## src/sv/frr_pkg.sv

```systemverilog
// shared types, codes and constants of the framed reply receiver
package frr_pkg;

  // frame bytes and checksum mask
  localparam logic [7:0]  START_BYTE = 8'hDD;
  localparam logic [7:0]  STOP_BYTE  = 8'h77;
  localparam logic [15:0] SUM_MASK   = 16'hFFFF;

  // request codes
  localparam logic CMD_BYTE    = 1'b0;
  localparam logic CMD_TIMEOUT = 1'b1;

  // result kinds
  localparam logic KIND_DATA  = 1'b0;
  localparam logic KIND_FRAME = 1'b1;

  // frame end status codes
  localparam logic [2:0] ST_OK       = 3'd0;
  localparam logic [2:0] ST_CKSUM    = 3'd1;
  localparam logic [2:0] ST_BAD_STOP = 3'd2;
  localparam logic [2:0] ST_DEV_ERR  = 3'd3;
  localparam logic [2:0] ST_TIMEOUT  = 3'd4;

  // configuration register indexes
  localparam logic CFG_CHECK_DEVICE_STATUS = 1'b0;
  localparam logic CFG_VERIFY_CHECKSUM     = 1'b1;

  typedef enum logic [2:0] {
    PH_IDLE,
    PH_CMD,
    PH_STATUS,
    PH_LEN,
    PH_PAYLOAD,
    PH_CK_HI,
    PH_CK_LO,
    PH_STOP
  } phase_t;

  typedef struct packed {
    logic       kind;
    logic [7:0] data_byte;
    logic [7:0] byte_index;
    logic [2:0] frame_status;
    logic [7:0] reply_command;
    logic [7:0] device_status;
    logic [7:0] payload_length;
  } frr_result_t;

endpackage

```

## src/sv/frr_parser.sv

```systemverilog
// frame state machine, running checksum and per-byte result logic
module frr_parser import frr_pkg::*; (
  input  logic        clk,
  input  logic        rst_n,
  input  logic        accept_i,
  input  logic        cmd_i,
  input  logic [7:0]  rx_byte_i,
  input  logic        cfg_we_i,
  input  logic        cfg_index_i,
  input  logic        cfg_data_i,
  output logic        res_valid_o,
  output frr_result_t res_o
);

  phase_t      phase_r, phase_nxt;
  logic [7:0]  held_command_r, held_command_nxt;
  logic [7:0]  held_status_r, held_status_nxt;
  logic [7:0]  held_length_r, held_length_nxt;
  logic [7:0]  payload_count_r, payload_count_nxt;
  logic [15:0] running_sum_r, running_sum_nxt;
  logic [15:0] received_ck_r, received_ck_nxt;
  logic        check_dev_r, verify_ck_r;
  logic [15:0] expected_ck;
  logic [15:0] sum_plus_byte;
  logic [2:0]  stop_status;

  assign sum_plus_byte = running_sum_r + {8'd0, rx_byte_i};
  assign expected_ck   = SUM_MASK - running_sum_r + 16'd1;

  // next phase
  always_comb begin
    phase_nxt = phase_r;
    if (accept_i) begin
      if (cmd_i == CMD_TIMEOUT) begin
        phase_nxt = PH_IDLE;
      end else begin
        unique case (phase_r)
          PH_IDLE:    if (rx_byte_i == START_BYTE) phase_nxt = PH_CMD;
          PH_CMD:     phase_nxt = PH_STATUS;
          PH_STATUS:  phase_nxt = PH_LEN;
          PH_LEN:     phase_nxt = (rx_byte_i == 8'd0) ? PH_CK_HI : PH_PAYLOAD;
          PH_PAYLOAD: begin
            if (payload_count_r + 8'd1 == held_length_r) phase_nxt = PH_CK_HI;
          end
          PH_CK_HI:   phase_nxt = PH_CK_LO;
          PH_CK_LO:   phase_nxt = PH_STOP;
          PH_STOP:    phase_nxt = PH_IDLE;
          default:    phase_nxt = PH_IDLE;
        endcase
      end
    end
  end

  // frame end status, by priority
  always_comb begin
    if (rx_byte_i != STOP_BYTE) begin
      stop_status = ST_BAD_STOP;
    end else if (check_dev_r && held_status_r != 8'd0) begin
      stop_status = ST_DEV_ERR;
    end else if (verify_ck_r && expected_ck != received_ck_r) begin
      stop_status = ST_CKSUM;
    end else begin
      stop_status = ST_OK;
    end
  end

  // held fields and result
  always_comb begin
    held_command_nxt  = held_command_r;
    held_status_nxt   = held_status_r;
    held_length_nxt   = held_length_r;
    payload_count_nxt = payload_count_r;
    running_sum_nxt   = running_sum_r;
    received_ck_nxt   = received_ck_r;
    res_valid_o       = 1'b0;
    res_o.kind           = KIND_FRAME;
    res_o.data_byte      = 8'd0;
    res_o.byte_index     = 8'd0;
    res_o.frame_status   = ST_OK;
    res_o.reply_command  = held_command_r;
    res_o.device_status  = held_status_r;
    res_o.payload_length = held_length_r;
    if (accept_i) begin
      if (cmd_i == CMD_TIMEOUT) begin
        res_valid_o        = (phase_r != PH_IDLE);
        res_o.frame_status = ST_TIMEOUT;
      end else begin
        unique case (phase_r)
          PH_IDLE: begin
            if (rx_byte_i == START_BYTE) begin
              held_command_nxt  = 8'd0;
              held_status_nxt   = 8'd0;
              held_length_nxt   = 8'd0;
              payload_count_nxt = 8'd0;
              running_sum_nxt   = 16'd0;
              received_ck_nxt   = 16'd0;
            end
          end
          PH_CMD:    held_command_nxt = rx_byte_i;
          PH_STATUS: begin
            held_status_nxt = rx_byte_i;
            running_sum_nxt = {8'd0, rx_byte_i};
          end
          PH_LEN: begin
            held_length_nxt   = rx_byte_i;
            running_sum_nxt   = sum_plus_byte;
            payload_count_nxt = 8'd0;
          end
          PH_PAYLOAD: begin
            res_valid_o       = 1'b1;
            res_o.kind        = KIND_DATA;
            res_o.data_byte   = rx_byte_i;
            res_o.byte_index  = payload_count_r;
            running_sum_nxt   = sum_plus_byte;
            payload_count_nxt = payload_count_r + 8'd1;
          end
          PH_CK_HI: received_ck_nxt = {rx_byte_i, 8'd0};
          PH_CK_LO: received_ck_nxt = {received_ck_r[15:8], rx_byte_i};
          PH_STOP: begin
            res_valid_o        = 1'b1;
            res_o.frame_status = stop_status;
          end
          default: ;
        endcase
      end
    end
  end

  always_ff @(posedge clk) begin
    if (!rst_n) begin
      phase_r         <= PH_IDLE;
      held_command_r  <= 8'd0;
      held_status_r   <= 8'd0;
      held_length_r   <= 8'd0;
      payload_count_r <= 8'd0;
      running_sum_r   <= 16'd0;
      received_ck_r   <= 16'd0;
      check_dev_r     <= 1'b1;
      verify_ck_r     <= 1'b1;
    end else begin
      phase_r         <= phase_nxt;
      held_command_r  <= held_command_nxt;
      held_status_r   <= held_status_nxt;
      held_length_r   <= held_length_nxt;
      payload_count_r <= payload_count_nxt;
      running_sum_r   <= running_sum_nxt;
      received_ck_r   <= received_ck_nxt;
      if (cfg_we_i) begin
        unique case (cfg_index_i)
          CFG_CHECK_DEVICE_STATUS: check_dev_r <= cfg_data_i;
          CFG_VERIFY_CHECKSUM:     verify_ck_r <= cfg_data_i;
          default: ;
        endcase
      end
    end
  end

  a_data_status_ok: assert property (@(posedge clk) disable iff (!rst_n)
    res_valid_o && res_o.kind == KIND_DATA |-> res_o.frame_status == ST_OK)
    else $error("payload result carries a frame status");

  a_timeout_idles: assert property (@(posedge clk) disable iff (!rst_n)
    accept_i && cmd_i == CMD_TIMEOUT |=> phase_r == PH_IDLE)
    else $error("timeout did not abort the frame");

  a_zero_len_skip: assert property (@(posedge clk) disable iff (!rst_n)
    accept_i && cmd_i == CMD_BYTE && phase_r == PH_LEN && rx_byte_i == 8'd0
    |=> phase_r == PH_CK_HI)
    else $error("zero length frame entered payload");

  a_result_needs_request: assert property (@(posedge clk) disable iff (!rst_n)
    res_valid_o |-> accept_i)
    else $error("result without an accepted request");

endmodule

```

## src/sv/frr_out_reg.sv

```systemverilog
// result register that decouples the result channel from the input side
module frr_out_reg import frr_pkg::*; (
  input  logic        clk,
  input  logic        rst_n,
  input  logic        push_i,
  input  frr_result_t res_i,
  input  logic        out_stall_i,
  output logic        in_stall_o,
  output logic        out_valid_o,
  output frr_result_t out_res_o
);

  logic        valid_r, valid_nxt;
  frr_result_t res_r;
  logic        open_slot;

  // register may take a new result when empty or being drained this cycle
  assign open_slot  = !valid_r || !out_stall_i;
  assign in_stall_o = !open_slot;

  always_comb begin
    valid_nxt = valid_r;
    if (open_slot) valid_nxt = push_i;
  end

  always_ff @(posedge clk) begin
    if (!rst_n) begin
      valid_r <= 1'b0;
    end else begin
      valid_r <= valid_nxt;
    end
  end

  always_ff @(posedge clk) begin
    if (open_slot && push_i) res_r <= res_i;
  end

  assign out_valid_o = valid_r;
  assign out_res_o   = res_r;

endmodule

```

## src/sv/framed_reply_receiver_top.sv

```systemverilog
// top level of the framed reply receiver
//
// channel   direction  handshake              payload
// in_       input      in_valid / in_stall    in_cmd, in_rx_byte
// out_      output     out_valid / out_stall  out_kind, out_data_byte, out_byte_index,
//                                             out_frame_status, out_reply_command,
//                                             out_device_status, out_payload_length
// cfg_      input      cfg_we                 cfg_index, cfg_data
//
// one request is taken per cycle while in_stall is low; its result, if any, shows at the outputs
// the cycle after acceptance, set by the single result register
// the parser state updates in the accept cycle, so back to back requests chain
// reset (rst_n low, synchronous) sends the parser idle, clears the held
// frame fields and sets both checks on
// in_stall rises only while a result waits and out_stall holds it
module framed_reply_receiver_top import frr_pkg::*; (
  input  logic       clk,
  input  logic       rst_n,
  // request channel
  input  logic       in_valid,
  output logic       in_stall,
  input  logic       in_cmd,
  input  logic [7:0] in_rx_byte,
  // result channel
  output logic       out_valid,
  input  logic       out_stall,
  output logic       out_kind,
  output logic [7:0] out_data_byte,
  output logic [7:0] out_byte_index,
  output logic [2:0] out_frame_status,
  output logic [7:0] out_reply_command,
  output logic [7:0] out_device_status,
  output logic [7:0] out_payload_length,
  // configuration writes
  input  logic       cfg_we,
  input  logic       cfg_index,
  input  logic       cfg_data
);

  logic        accept;
  logic        res_valid;
  frr_result_t res;
  frr_result_t out_res;

  // a request is taken when valid and the result register has room
  assign accept = in_valid && !in_stall;

  // state machine and checksum datapath
  frr_parser u_parser (
    .clk         (clk),
    .rst_n       (rst_n),
    .accept_i    (accept),
    .cmd_i       (in_cmd),
    .rx_byte_i   (in_rx_byte),
    .cfg_we_i    (cfg_we),
    .cfg_index_i (cfg_index),
    .cfg_data_i  (cfg_data),
    .res_valid_o (res_valid),
    .res_o       (res)
  );

  // result register toward the consumer
  frr_out_reg u_out_reg (
    .clk         (clk),
    .rst_n       (rst_n),
    .push_i      (res_valid),
    .res_i       (res),
    .out_stall_i (out_stall),
    .in_stall_o  (in_stall),
    .out_valid_o (out_valid),
    .out_res_o   (out_res)
  );

  // unpack the registered result onto the field ports
  assign out_kind           = out_res.kind;
  assign out_data_byte      = out_res.data_byte;
  assign out_byte_index     = out_res.byte_index;
  assign out_frame_status   = out_res.frame_status;
  assign out_reply_command  = out_res.reply_command;
  assign out_device_status  = out_res.device_status;
  assign out_payload_length = out_res.payload_length;

endmodule
```

## config.mk

```make
export PLATFORM = sky130hd
export DESIGN_NAME = framed_reply_receiver_top
export DESIGN_NICKNAME = d
export VERILOG_FILES = /design/src/sv/frr_pkg.sv /design/src/sv/frr_parser.sv /design/src/sv/frr_out_reg.sv /design/src/sv/framed_reply_receiver_top.sv
export SDC_FILE = /design/constraint.sdc
export NUM_CORES = 1
export LEC_CHECK = 0
export BUFFER_PORTS_ARGS = -buffer_cell sky130_fd_sc_hd__buf_2
export CAP_MARGIN = 20
export CORE_MARGIN = 2
export CORE_UTILIZATION = 30
export CTS_CLUSTER_SIZE = 14
export DETAILED_ROUTE_END_ITERATION = 6
export PLACE_DENSITY = 0.49
export SLEW_MARGIN = 25
export SYNTH_ARGS = -nofsm -noshare
export SYNTH_HDL_FRONTEND = slang
export SYNTH_SLANG_ARGS = --single-unit
export TNS_END_PERCENT = 30
```

## constraint.sdc

```tcl
create_clock -name clk -period 4.7 [get_ports clk]
set_input_delay 0 -clock clk [delete_from_list [all_inputs] [get_ports clk]]
set_output_delay 0 -clock clk [all_outputs]
set_load 0.05 [all_outputs]
```

==> results of run 1 <==
==> metrics by stage <==
stage	utilization	instances	hold WS, ps	cell area (µm²)
final	0.372	872	14.0	6730
after global routing	0.372	872	2.66	6730
after CTS	0.372	872	1.33	6730
after detailed placement	0.334	829	242	6040
after global placement	0.334	829	242	6040
after floorplan	-	570	128	5580
==> cells in the mapped netlist (4+ instances only) <==
| cell | n | area (µm²) |
|---|---|---|
| a211oi_1 | 7 | 52.6 |
| a21oi_1 | 32 | 160 |
| a221oi_1 | 7 | 61.3 |
| a22oi_1 | 24 | 180 |
| a31oi_1 | 4 | 25.0 |
| and2_1 | 20 | 125 |
| and3_1 | 5 | 31.3 |
| buf_2 | 12 | 60.1 |
| clkbuf_1 | 17 | 63.8 |
| dfxtp_1 | 70 | 1400 |
| edfxtp_1 | 44 | 1320 |
| ha_1 | 14 | 175 |
| inv_1 | 13 | 48.8 |
| nand2_1 | 37 | 139 |
| nand2b_1 | 8 | 50.1 |
| nand3_1 | 17 | 85.1 |
| nand4_1 | 14 | 87.6 |
| nor2_1 | 65 | 244 |
| nor3_1 | 18 | 90.1 |
| nor4_1 | 6 | 37.5 |
| o21a_1 | 7 | 52.6 |
| o21ai_0 | 12 | 60.1 |
| or3_1 | 8 | 50.1 |
| xnor2_1 | 25 | 219 |
| xor2_1 | 19 | 166 |
==> area by class of cell <==
cell class / count / area [µm²]
Fill cell: 1821 / 11400
Tap cell: 229 / 287
Multi-Input combinational cell: 409 / 2660
Clock buffer: 20 / 447
Timing Repair Buffer: 74 / 430
Sequential cell: 114 / 2720
Clock inverter: 12 / 131
Inverter: 14 / 53.8
==> path summary, 6_finish.rpt <==
check | from | endpoint | depth (start not counted) | slack (ps)
min reg2reg | u_parser.held_command_r[6]$_SDFFE_PN0P_ | u_out_reg.out_res_o[22]$_DFFE_PP_ | 0 | 430
max reg2reg | u_parser.phase_r[2]$_SDFFE_PN0P_ | u_parser.payload_count_r[7]$_SDFFE_PN0P_ | 6 | 1990
min | rst_n | u_parser.payload_count_r[7]$_SDFFE_PN0P_ | 2 | 10
max | u_parser.phase_r[2]$_SDFFE_PN0P_ | u_parser.payload_count_r[7]$_SDFFE_PN0P_ | 6 | 1990
==> placed cells by master (no fill, tap or decap), types with 4 or more instances in the layout <==
| cell | instances |
|---|---|
| dfxtp_1 | 70 |
| a31oi_1 | 4 |
| nand2_1 | 37 |
| nand3_1 | 17 |
| dlygate4sd3_1 | 11 |
| o21a_1 | 7 |
| buf_2 | 61 |
| a211oi_1 | 7 |
| a21oi_1 | 31 |
| and3_1 | 5 |
| nand4_1 | 14 |
| a22oi_1 | 24 |
| nor4_1 | 6 |
| or3_1 | 8 |
| xor2_1 | 19 |
| nor3_1 | 18 |
| ha_1 | 14 |
| a221oi_1 | 7 |
| inv_1 | 13 |
| and2_1 | 20 |
| nor2_1 | 65 |
| xnor2_1 | 25 |
| edfxtp_1 | 44 |
| clkbuf_16 | 17 |
| nand2b_1 | 8 |
| o21ai_0 | 12 |
==> per-layer routing <==
| layer | share of wire | vias to the layer above | global-route usage |
|---|---|---|---|
| li1 | - | 2211 | - |
| met1 | 0.47 | 2206 | 0.206 |
| met5 | 0 | - | 0 |
| met4 | 0.029 | 0 | 0.0712 |
| met2 | 0.45 | 124 | 0.244 |
| met3 | 0.052 | 33 | 0.0386 |
==> cell families (layout without fill, tap and decap cells) <==
kind of cell	Yosys count	count (layout)	synth area share
AND/OR/NAND/NOR	222	222	0.209
adder cells (fa/ha/maj)	15	15	0.0350
buffers and inverters	47	120	0.0373
AO/OA/AOI/OAI	126	126	0.158
flip-flops	114	114	0.488
multiplexers	2	2	0.00359
XOR/XNOR	44	44	0.0691
==> worst reg2reg max path: cells and delay by family, from the launching register on <==
kind | cells | cell delay, ps
AND/OR/NAND/NOR | 3 | 1230
AO/OA/AOI/OAI | 2 | 400
flip-flops | 1 | 690
buffers and inverters | 1 | 270
==> report_power, final <==
group	switching, mW	internal (mW)	leakage, nW	total, mW
sequential	0.00656	1.03	0.973	1.04
clock	0.469	0.795	0.275	1.26
combinational	0.120	0.0662	1.24	0.186
total	0.595	1.89	2.49	2.49
==> registers in the layout, summed over array words and instances, names as in the netlist <==
register / flops
u_parser.payload_count_r: 8
u_parser.phase_r: 3
u_out_reg.out_res_o: 44
u_out_reg.out_valid_o: 1
u_parser.received_ck_r: 16
u_parser.held_status_r: 8
u_parser.held_command_r: 8
u_parser.running_sum_r: 16
u_parser.verify_ck_r: 1
u_parser.check_dev_r: 1
u_parser.held_length_r: 8
==> results.cfg, run 1 <==
[floorplan]
die_area_um2 = 19700
core_area_um2 = 18100
die_h_um = 140
die-width_um = 140
std_cell_rows = 49
start_util = 0.308
ios = 62

[clocking]
ctsRootBufferMaster = clkbuf_16
cts_buffers = 17
cts_tree = built
post_cts_buffers = 0
hold_buffers = 11
cts.sinks = 114
ctsResizeCount = 0
cts.clk_slew.worst_paths_ps = 60
clkLatencyLatePin_ps = 410
htree_levels = 4
clock_path_buffers = 2

[synthesis]
ys_warn_count = 0
yosysSeqAreaShare = 0.488
synthDistinctLibCells = 67
synthesis.nets = 601
syn_area_per_cell_um2 = 9.78
synth_edf_count = 44
syn_inst = 570
async_flop_share = 0
ys_ff_latch = 114
ys.flop_type = dfxtp_1
syn_area_um2 = 5580

[route]
route.detailed.wl_per_inst_um = 17.2
ant_nets = 0
drc = 0
vias_per_cell = 5.25
vias = 4574
firstDrtPassIters = 5
drt_wl_total_mm = 15.0
dr.first_iter.drc_count = 274

[global_routing]
grt_pass1_wl_mm = 24.1
grt.total_usage = 0.157
grt_max_degree = 56
first_global_vias = 4424
antenna_found_initial = 0
gr-total-overflow = 0

[critical_path]
cp.arrival_ps = 3010
critPathSlowestCell = dfxtp_1
cp_common_cell = o21a_1
cp_slowest_stage_delay_ps = 690
path_cells = nand2_1 > nor2_2 > inv_1 > and2_0 > o21a_1 > o21a_1
startpoint_type = flop
crit_path_max_fanout = 20
critPathKind = flop to flop
cp.required_ps = 5010
critPathBufInv = 1
critPathCaptureType = flop
path_delay_family = simple AND/OR/NAND/NOR gates

[sta]
post-route-min-period_ps = 2710
slew_headroom = 0.406
setup_viol = 0
setup_ws_ps = 1990
finalCritPeriodShare = 0.576
finClkSkew_ps = 7.98
finalMaxSlewViolations = 0
rsz0062_at_grt = no
timing.fmax_ghz = 0.370
fin_tns_setup_ps = 0
worst_slew_pin_slew_ps = 884
hold_viol = 0

[layout]
drive_above_1_share = 0.166
syn_to_final_growth_pct = 20.7
nets = 661
insertedDiodeCount = 0

[power]
powerDensity_nw_per_um2 = 370
vdd_ir_drop_max_mv = 0.257
total_power_mw = 2.49
leakagePower_nw = 2.49

[placed_design]
hpwl_mm = 10.3
place.gp.congestion = 0.844
pre_cts_ws_ps = 1990
io_buffers = 61

[worst_hold_path]
hold_path.class = input port to flop

[status]
status = complete, no violations

[run]
drv_cap = 0
No activity file was read; power rests on OpenSTA's default activity.
==> inputs of run 2 (changes only) <==
==> constraint.sdc (replaced) <==
create_clock -name clk -period 2.5 [get_ports clk]
set_input_delay 0 -clock clk [delete_from_list [all_inputs] [get_ports clk]]
set_output_delay 0 -clock clk [all_outputs]
set_load 0.05 [all_outputs]
==> run 2 against run 1 <==
  * Clock skew grew 1.7 ps
  * Sequential share of layout area shrank 2.1 points
  * Via count grew 3.2%
  * Die area is the same
  * Worst setup slack lost 2000 ps
  * Largest power group unchanged
  * Highest routed layer unchanged
==> results.cfg, run 2 (synthesis results as in run 1) <==
[placed_design]
pre_cts_ws_ps = 13.1
hpwl_mm = 10.8
place.gp.congestion = 0.834
io_buffers = 61

[route]
firstDrtPassIters = 5
drc = 0
vias_per_cell = 5.18
vias = 4722
ant_nets = 0
drt_wl_total_mm = 15.4
dr.first_iter.drc_count = 247
route.detailed.wl_per_inst_um = 16.9

[clocking]
cts.clk_slew.worst_paths_ps = 60
cts_buffers = 17
cts.sinks = 114
clock_path_buffers = 2
clkLatencyLatePin_ps = 420
htree_levels = 4
cts_tree = built
ctsRootBufferMaster = clkbuf_16

[global_routing]
grt.total_usage = 0.160
gr-total-overflow = 0
grt_pass1_wl_mm = 24.6
antenna_found_initial = 1
grt_max_degree = 45
first_global_vias = 4588

[power]
leakagePower_nw = 2.71
power.share.switching = 0.231
pwr-share-comb = 0.080
clkPwrFrac = 0.522
powerDensity_nw_per_um2 = 690
total_power_mw = 4.90
vdd_ir_drop_max_mv = 0.451
pwr-share-seq = 0.398
internal_power_mw = 3.77
p_sw_mw = 1.13

[layout]
nets = 700
drive_above_1_share = 0.216
final_cell_mix = 69 x dfxtp_1, 64 x nor2_1, 61 x buf_2
syn_to_final_growth_pct = 27.5
final.fill_count = 1776
insertedDiodeCount = 0
final_common_cell = dfxtp_1
largest_reg_flops = 44

[sta]
finClkSkew_ps = 9.67
hold_viol = 0
timing.fmax_ghz = 0.405
rsz0062_at_grt = yes
worst_slew_pin_slew_ps = 793
setup_ws_ps = 33.5
slew_headroom = 0.471
finalMaxSlewViolations = 0
finalCritPeriodShare = 0.987
post-route-min-period_ps = 2470
timing.hold.ws_ps = 34.8
setup_viol = 0

[worst_hold_path]
hold_path.class = input port to flop
hp-start = in_rx_byte[1]

[floorplan]
start_util = 0.308
ios = 62
die_area_um2 = 19700
die-width_um = 140
core_area_um2 = 18100
std_cell_rows = 49
die_h_um = 140

[critical_path]
critPathCaptureType = flop
r2r_start = u_parser.running_sum_r[0]$_SDFFE_PN0P_
startpoint_type = flop
crit_path_max_fanout = 4
cp.required_ps = 2670
critPathKind = flop to flop
critical_path.startpoint = u_parser.running_sum_r[0]$_SDFFE_PN0P_
cp.arrival_ps = 2630

[status]
status = complete, no violations

[run]
drv_cap = 0
-- run 2: changes by cell type in the layout (fill, tap and decap cells not counted), sizes merged --
| cell | previous run | this run |
|---|---|---|
| clkinvlp | 3 | 1 |
| clkinv | 5 | 4 |
| dlygate4sd3 | 11 | 14 |
| bufinv | 2 | 4 |
| buf | 63 | 99 |
| inv | 16 | 17 |
-- run 2: worst max-delay path: stages, from the launching register on --
cell,delay [ps]
dfxtp_1,310
inv_1,70
ha_1,160
or3b_4,400
or3_4,350
xnor2_1,130
o22ai_1,110
or4b_1,450
o31a_1,240
-- run 2: power by group through the flow --
stage               logic (mW)  clock network [mW]  registers, mW
finish                   0.393                2.56           1.95
global route             0.430                2.70           1.95
CTS                      0.392                2.61           1.95
detailed placement       0.373                   0           1.99
global placement         0.367                   0           1.99
floorplan                0.213                   0           2.02
-- run 2: area by class of cell --
type	instances	area, µm²	area share
inverters	14	52.6	0.00739
clock buffers	20	437	0.0614
well taps	229	287	0.0403
repair buffers	113	743	0.105
multi-input cells	409	2680	0.378
flip-flops and latches	114	2720	0.383
clock inverters	12	180	0.0254
-- run 2: metal layers --
metal	vias to the layer above	global-route usage	wire, µm
met2	114	0.263	7110
met1	2317	0.212	7460
met5	-	0	0
met3	8	0.0352	673
met4	0	0.0478	140
li1	2283	-	-
-- run 2: what timing repair did --
item                                   4_1_cts  5_1_grt
setup endpoints to repair                    1       21
setup buffers                                0        0
gates resized for setup                      1        6
hold buffers                                14        0
endpoints found under the hold margin       12        0
pin swaps                                    0        1
-- run 2: metrics by stage --
step	std cells	TNS (ps)	area, µm²	utilization
2_1_floorplan	570	0	5590	-
3_5_place_dp	865	0	6320	0.349
5_1_grt	911	-74.6	7110	0.393
4_1_cts	911	0	7080	0.392
3_3_place_gp	865	0	6320	0.349
6_report	911	0	7110	0.393
-- run 2: worst paths after layout --
path / end / slack [ps] / depth (start not counted)
worst max-delay path: u_out_reg.out_res_o[24]$_SDFFCE_PP0P_ / 30 / 8
worst min-delay path: u_out_reg.out_res_o[36]$_SDFFCE_PP0P_ / 30 / 3
worst max register to register: u_out_reg.out_res_o[24]$_SDFFCE_PP0P_ / 30 / 8
worst min register to register: u_out_reg.out_res_o[18]$_DFFE_PP_ / 430 / 0
==> inputs of run 3 (changes only) <==
--- a/config.mk
+++ b/config.mk
@@ -7,8 +7,8 @@
 export LEC_CHECK = 0
 export BUFFER_PORTS_ARGS = -buffer_cell sky130_fd_sc_hd__buf_2
 export CAP_MARGIN = 20
-export CORE_MARGIN = 2
 export CORE_UTILIZATION = 30
+export CTS_BUF_LIST = sky130_fd_sc_hd__clkbuf_16
 export CTS_CLUSTER_SIZE = 14
 export DETAILED_ROUTE_END_ITERATION = 6
 export PLACE_DENSITY = 0.49
==> run 3 against run 2 <==
  * Flip-flop and latch count is the same
  * Worst setup slack lost 43 ps
  * Hold slack lost 22 ps
  * Non-clock buffer count is the same
  * Cell count is the same
  * Count of clock-buffer cells in the layout shrank 3
  * The run now ends with design-rule violations, negative setup slack left
  * Register-to-register slack lost 40 ps
  * Critical path type unchanged
==> results.cfg, run 3 (synthesis results as in run 1) <==
[layout]
final_core_util = 0.391
nets = 700
insertedDiodeCount = 0
stdcell_area_um2 = 7070
final_cell_mix = 68 x dfxtp_1, 65 x nor2_1, 61 x buf_2
drive_above_1_share = 0.221
syn_to_final_growth_pct = 26.7
largest_reg_flops = 44
final_common_cell = dfxtp_1

[floorplan]
core_area_um2 = 18100
ios = 62
start_util = 0.308
std_cell_rows = 49
die_h_um = 138
die_area_um2 = 19100
die-width_um = 138

[global_routing]
grt_max_degree = 45
grt.total_usage = 0.164
gr-total-overflow = 0
grt_pass1_wl_mm = 24.4
antenna_found_initial = 0
first_global_vias = 4534

[worst_hold_path]
worstHoldPathCells = 3
hp-start = in_rx_byte[2]
holdPathEnd = u_parser.running_sum_r[2]$_SDFFE_PN0P_
hold_path.class = input port to flop

[route]
dr.first_iter.drc_count = 282
vias = 4651
route.detailed.wl_per_inst_um = 16.6
ant_nets = 0
vias_per_cell = 5.11
drt_wl_total_mm = 15.1
firstDrtPassIters = 7
drc = 18

[critical_path]
critPathKind = flop to flop
cp.required_ps = 2660
r2r_slack_ps = -9
cp.arrival_ps = 2670
path_delay_family = simple AND/OR/NAND/NOR gates
path_cells = inv_2 > ha_4 > or3b_4 > or3_4 > xnor2_2 > o22ai_1 > or4b_1 > o31a_1
cp_slowest_stage_delay_ps = 450
startpoint_type = flop
r2r-end = u_out_reg.out_res_o[24]$_SDFFCE_PP0P_
r2r_start = u_parser.running_sum_r[1]$_SDFFE_PN0P_
critPathSlowestCell = or4b_1
crit_path_max_fanout = 2
rr_worst_depth = 8
critPathCaptureType = flop
critPathBufInv = 1

[power]
total_power_mw = 4.68
vdd_ir_drop_max_mv = 0.542
powerDensity_nw_per_um2 = 662
leakagePower_nw = 2.70

[sta]
setup_ws_ps = -9.11
finClkSkew_ps = 16.0
hold_viol = 0
setup_viol = 1
worst_slew_pin_slew_ps = 702
rsz0062_at_grt = yes
timing.fmax_ghz = 0.399
finalMaxSlewViolations = 0
slew_headroom = 0.530
timing.hold.ws_ps = 13.0
fin_tns_setup_ps = -9.11
finalCritPeriodShare = 1.00
post-route-min-period_ps = 2510

[clocking]
cts_buffers = 17
cts_tree = built
htree_levels = 4
cts.clk_slew.worst_paths_ps = 50
clock_path_buffers = 2
cts.sinks = 114
clkLatencyLatePin_ps = 420
ctsRootBufferMaster = clkbuf_16

[placed_design]
hpwl_mm = 10.9
io_buffers = 61
place.gp.congestion = 0.847
dpl_cell_area_um2 = 6320

[status]
violations = design-rule violations, negative setup slack
status = complete, but fails checks

[run]
drv_cap = 0
-- run 3: changes by cell type in the layout (fill, tap and decap cells not counted), moves of 2 or more --
cell / change
bufinv_16: -2
clkbuf_1: -3
inv_2: +2
clkinv_1: +2
-- run 3: how the worst max path moves through the flow --
stage | startpoint | depth (start not counted) | to
finish | u_parser.running_sum_r[1]$_SDFFE_PN0P_ | 8 | u_out_reg.out_res_o[24]$_SDFFCE_PP0P_
global route | u_parser.running_sum_r[1]$_SDFFE_PN0P_ | 8 | u_out_reg.out_res_o[24]$_SDFFCE_PP0P_
CTS | u_parser.running_sum_r[1]$_SDFFE_PN0P_ | 8 | u_out_reg.out_res_o[24]$_SDFFCE_PP0P_
detailed placement | u_parser.running_sum_r[0]$_SDFFE_PN0P_ | 8 | u_out_reg.out_res_o[24]$_SDFFCE_PP0P_
global placement | u_parser.running_sum_r[0]$_SDFFE_PN0P_ | 7 | u_out_reg.out_res_o[24]$_SDFFCE_PP0P_
floorplan | u_parser.running_sum_r[1]$_SDFFE_PN0P_ | 8 | u_out_reg.out_res_o[24]$_SDFFCE_PP0P_
-- run 3: per-stage QoR --
| step | worst slack, ps | instances |
|---|---|---|
| finish | -9.11 | 911 |
| global route | -78.8 | 911 |
| CTS | -3.39 | 911 |
| detailed placement | -8.88 | 865 |
| floorplan | 25.0 | 570 |
| global placement | 27.6 | 865 |
-- run 3: where the power goes --
part | internal, mW | switching [mW]
registers | 1.94 | 0.0126
logic | 0.162 | 0.234
clock network | 1.45 | 0.876
total | 3.55 | 1.12
-- run 3: final cells by class --
cell class	instances	area [µm²]
fillers	1790	11000
flip-flops and latches	114	2730
multi-input cells	409	2690
repair buffers	113	741
clock buffers	17	425
well taps	229	287
clock inverters	15	143
inverters	14	52.6
-- run 3: what timing repair did --
item / in CTS / in global routing
setup endpoints to repair: 1 / 10
buffers inserted: 1 / 0
pin swaps: 3 / 1
cloned: 0 / 0
hold endpoints to repair: 8 / 0
gates resized for setup: 8 / 2
hold buffers: 13 / 0
-- run 3: per-layer routing --
| metal | part of all wire | track usage | vias up |
|---|---|---|---|
| li1 | - | - | 2280 |
| met1 | 0.48 | 0.215 | 2245 |
| met2 | 0.46 | 0.267 | 114 |
| met3 | 0.044 | 0.0364 | 12 |
| met4 | 0.012 | 0.0538 | 0 |
| met5 | 0 | 0 | - |
-- run 3: worst min-delay path: cells and delay by family --
kind            cells  cell delay (ps)
simple gates        1              130
buf+inv             1              140
compound gates      1               90
